File: src/rtl/wsa_ram.sv
// wsa_ram: generic single-write, single-read synchronous RAM, registered read
// no dependencies
`default_nettype none

module wsa_ram #(
  parameter int WIDTH = 32,
  parameter int DEPTH = 64
) (
  input  logic                                   clk,
  input  logic                                   we,
  input  logic [(DEPTH > 1 ? $clog2(DEPTH) : 1)-1:0] waddr,
  input  logic [WIDTH-1:0]                       wdata,
  input  logic                                   re,
  input  logic [(DEPTH > 1 ? $clog2(DEPTH) : 1)-1:0] raddr,
  output logic [WIDTH-1:0]                       rdata
);

  logic [WIDTH-1:0] mem [DEPTH];

  always_ff @(posedge clk) begin
    if (we) begin
      mem[waddr] <= wdata;
    end
    if (re) begin
      rdata <= mem[raddr];
    end
  end

endmodule

`default_nettype wire

File: config.mk
export PLATFORM = sky130hd
export DESIGN_NAME = wsa_ram
export DESIGN_NICKNAME = d
export VERILOG_FILES = /design/src/rtl/wsa_ram.sv
export SDC_FILE = /design/constraint.sdc
export NUM_CORES = 2
export LEC_CHECK = 0
export BUFFER_PORTS_ARGS = -buffer_cell sky130_fd_sc_hd__buf_2
export CORE_ASPECT_RATIO = 0.6
export CORE_UTILIZATION = 55
export CTS_BUF_LIST = sky130_fd_sc_hd__clkbuf_2
export DETAILED_ROUTE_END_ITERATION = 7
export GPL_TIMING_DRIVEN = 0
export PLACE_DENSITY = 0.71
export SETUP_SLACK_MARGIN = 0.1
export SYNTH_ARGS = -nofsm -noshare
export SYNTH_HDL_FRONTEND = slang
export SYNTH_SLANG_ARGS = --single-unit
File: constraint.sdc
create_clock -name clk -period 7.94 [get_ports clk]
set_input_delay 0.397 -clock clk [delete_from_list [all_inputs] [get_ports clk]]
set_output_delay 0.397 -clock clk [all_outputs]
set_load 0.01 [all_outputs]
Word level (Yosys, flattened, before mapping). Memory sizes are Yosys's and may differ from the RTL's. A register that Yosys moved wholly into a read port is not among the register bits. Cells that the tools add are included.

Flip-flop bits (word level): 0. Bits in writable memories: 2048. Input port bits: 47. Output and inout bits: 32. Logic and storage cells: 3. Memories: 1.

Muxes and demuxes: 2.

Memories: mem (depth 64, width 32, read ports 1, clocked after Yosys merged registers in 1, write ports 1, line 18) `logic [WIDTH-1:0] mem [DEPTH];`.

Operators by type and width (number): 1-bit two-way mux (2).

Longest topological paths before layout.
Depth after elaboration: 2. Gate-level depth with buffers: 10.

Worst setup path after synthesis. No wires, ideal clock.

Path type: in2reg. Start point: in waddr[3] (netlist bit). End point: mem mem[48][0], enable pin. Library setup time: 461 ps. Arrival time: 3096 ps. Required time: 7479 ps. Slack: 4383 ps. Stages: 4. Path buffers: 1. Cell sequence: clkbuf_1 nor2b_1 nand4b_1 nor3_1.

RTL lines: from (decl) (line 11) `input logic [(DEPTH > 1 ? $clog2(DEPTH) : 1)-1:0] waddr,`; to (decl) (line 18).

Straight into the memory's write port.

==> results_dict.tcl <==
set metrics [dict create \
    outcome "finished, violations left" \
    violations_in_the_final_reports "capacitance limit, slew limit" \
    finalSetupTns_ps 0 \
    total_vias_in_the_final_route 42650 \
    antenna_left 0 \
    initial_antenna_violation_count 8 \
    netlist_instances 3324 \
    grt_overflow 0 \
    cp_data_arrival_time_ps 5000 \
    die-width_microns 490.8 \
    synth_area_leader_cell "edfxtp_1" \
    max-clock-path-buffers 4 \
    top_cells_by_area_synth "edfxtp_1 (79%), mux4_2 (16%), mux2i_1 (1.2%)" \
    drt-total-wl_mm 243.2 \
    place_hpwl_mm 152.3 \
    critPathLaunch "raddr[1]" \
    numPortBuffers 70 \
    post_cts_resize_count 0 \
    tritoncts_num_sinks 2080 \
    grt_pass1_vias 40880 \
    synth_largest_type_area_fraction 0.7923 \
    type_of_destination_of_the_critical_path "register" \
    count_of_cell_types_in_the_netlist 33 \
    rsz0062_at_grt "no" \
    slew_violations 11 \
    core_sq_um 142000 \
    root_cell_of_the_clock_tree "clkbuf_2" \
    drtIter0Drc 8449 \
    final-setup-viol-count 0 \
    max_clock_freq_mhz 294.9 \
    clock_pin_slew_of_the_registers_on_the_worst_case_setup_and_hold_paths_ps 160 \
    maxCapViolations 1 \
    routed_via_density 6.797 \
    timing.reg2reg.setup_slack_ps 5060 \
    post-cts-setup-buffers 0 \
    yosysWarnings 0 \
    maxSlewHeadroom -0.05513 \
    power_leakage_nw 28.60 \
    worst_hold_startpoint "wdata[8]" \
    start_kind "input pin" \
    flop_and_latch_count_out_of_synthesis 2080 \
    post_layout_min_period_ps 3391 \
    worst_pin_slew_ps 1583 \
    hold_viol 0 \
    design.die.area_sq_um 144900 \
    number_of_buffers_inserted_during_clock_tree_synthesis 450 \
    largest_net_degree_at_the_start_of_global_routing 65 \
    initial_utilization 0.5550 \
    pre_cts_slack_ps 3515 \
    worstSkewPairLatency_ps 1830 \
    synth_area_sq_um 78840 \
    cts_htree_levels 5 \
    drt-pass1-iter-count 6 \
    grt_pass1_wl_mm 329.6 \
    synth_area_per_cell_sq_um 23.72 \
    gp_routability_congestion 0.9374 \
    skew_ps 168.8 \
    crit_required_ps 9550 \
    groute.usage.overall 0.3407 \
    powerDensity_nw_per_um2 224.0 \
    layout_worst_path_cycle_share 0.4270 \
    postLayoutSetupSlackWorst_ps 4549 \
    r2r_start "mem[7][31]" \
    vdd_ir_drop_max_uv 159.1 \
    finish.net_count 4105 \
    drive_gt1_frac 0.3592 \
    die_height_microns 295.3 \
    ioPinCount 79 \
    area_overhead_vs_synth_pct 13.13 \
    cts_tree "done" \
    class_of_the_worst_hold_path "in -> reg" \
    routedWlPerCell_microns 38.76 \
    drc 0 \
    synth-seq-area-share 0.7923 \
    nFillCells 9438 \
    synth_nets 3371 \
    timing.setup.critical_path_class "in -> reg" \
    critPathMaxFanout 10 \
    placement_rows 107 \
]
[worst max-delay path, stage by stage]
cell	delay, ps
dlygate4sd3_1	520
buf_2	380
buf_2	380
buf_2	350
buf_1	950
mux4_2	390
o22ai_1	110
nor2_1	880
a21oi_1	380
nor2_1	210
[state kept, by name (all words and copies together), names as in the netlist]
register  count
mem        2048
rdata        32
[metal layers]
metal	wire length (microns)	GRT usage	share of wire
met3	48490	0.1627	0.20
met4	8605	0.1223	0.035
met1	88080	0.4978	0.36
met5	190	0.009740	0.00078
met2	97840	0.4451	0.40
[through the flow]
step / total power, mW / instances / hold slack [ps] / util / area [sq um]
5_1_grt: 20.52 / 6274 / 104.6 / 0.6279 / 89180
6_report: 19.98 / 6275 / 153.5 / 0.6279 / 89190
4_1_cts: 19.90 / 6269 / 6.747 / 0.6277 / 89160
3_5_place_dp: 13.71 / 5378 / 809.2 / 0.5883 / 83570
2_1_floorplan: 13.03 / 3324 / 495.9 / - / 78840
3_3_place_gp: 13.66 / 5301 / 809.6 / 0.5743 / 81570
[cell usage in the layout (no fill, tap or decap), types with 27 or more instances in the layout]
cell type / count
a21oi_1: 62
edfxtp_1: 2080
clkinv_1: 70
mux2i_1: 93
nor2_1: 75
clkbuf_2: 670
o221ai_1: 27
o22ai_1: 84
nor2_4: 62
buf_16: 36
buf_2: 127
buf_4: 28
clkbuf_1: 73
dlygate4sd3_1: 102
buf_12: 63
mux4_2: 544
[synthesized netlist by cell type, drive strengths merged]
library cell / n
o32ai: 4
o22ai: 84
a31oi: 1
nand4b: 1
nand3: 5
and3: 4
or3b: 5
nand2b: 8
and2: 2
a22oi: 12
or2: 3
or3: 3
mux2i: 93
clkbuf: 74
buf: 108
edfxtp: 2080
a311oi: 8
a41o: 4
nand4: 2
mux4: 544
nor2: 137
nand2: 26
a21oi: 62
nor3: 7
o221ai: 27
nor2b: 15
nand3b: 5
[kinds of logic (layout without fill, tap and decap cells)]
logic type             after synthesis  after routing  synth area share
AOI/OAI and AO/OA                  202            202           0.01666
DFF                               2080           2080            0.7923
buffers and inverters              182           1221           0.01124
and+or+nand+nor                    223            223           0.01260
muxes                              637            637            0.1672
other                                0              5                 0
[layout make-up]
cell class,instances,area [sq um],share of cell area
Sequential cell,2080,62460,0.7003
Buffer,182,887.1,0.009947
Clock buffer,669,3348,0.03754
Antenna cell,5,12.51,0.0001403
Clock inverter,88,372.9,0.004181
Timing Repair Buffer,282,3755,0.04210
Tap cell,1907,2386,0.02675
Multi-Input combinational cell,1062,15970,0.1790
[report_power, final]
group	total [mW]	internal (mW)	switching [mW]
logic	1.45	0.486	0.960
registers	12.2	12.2	0.0217
clock network	6.35	2.24	4.11
[timing repair]
item / 4_1_cts / 5_1_grt
hold buffers: 134 / 0
hold endpoints to repair: 3462 / 0
setup endpoints to repair: 0 / 0
[worst paths after layout]
check / end / cells after the start
max: rdata[22] / 10
min reg2reg: rdata[4] / 4
max reg2reg: rdata[31] / 7
min: mem[43][8] / 4
No activity file was read; power rests on OpenSTA's default activity.
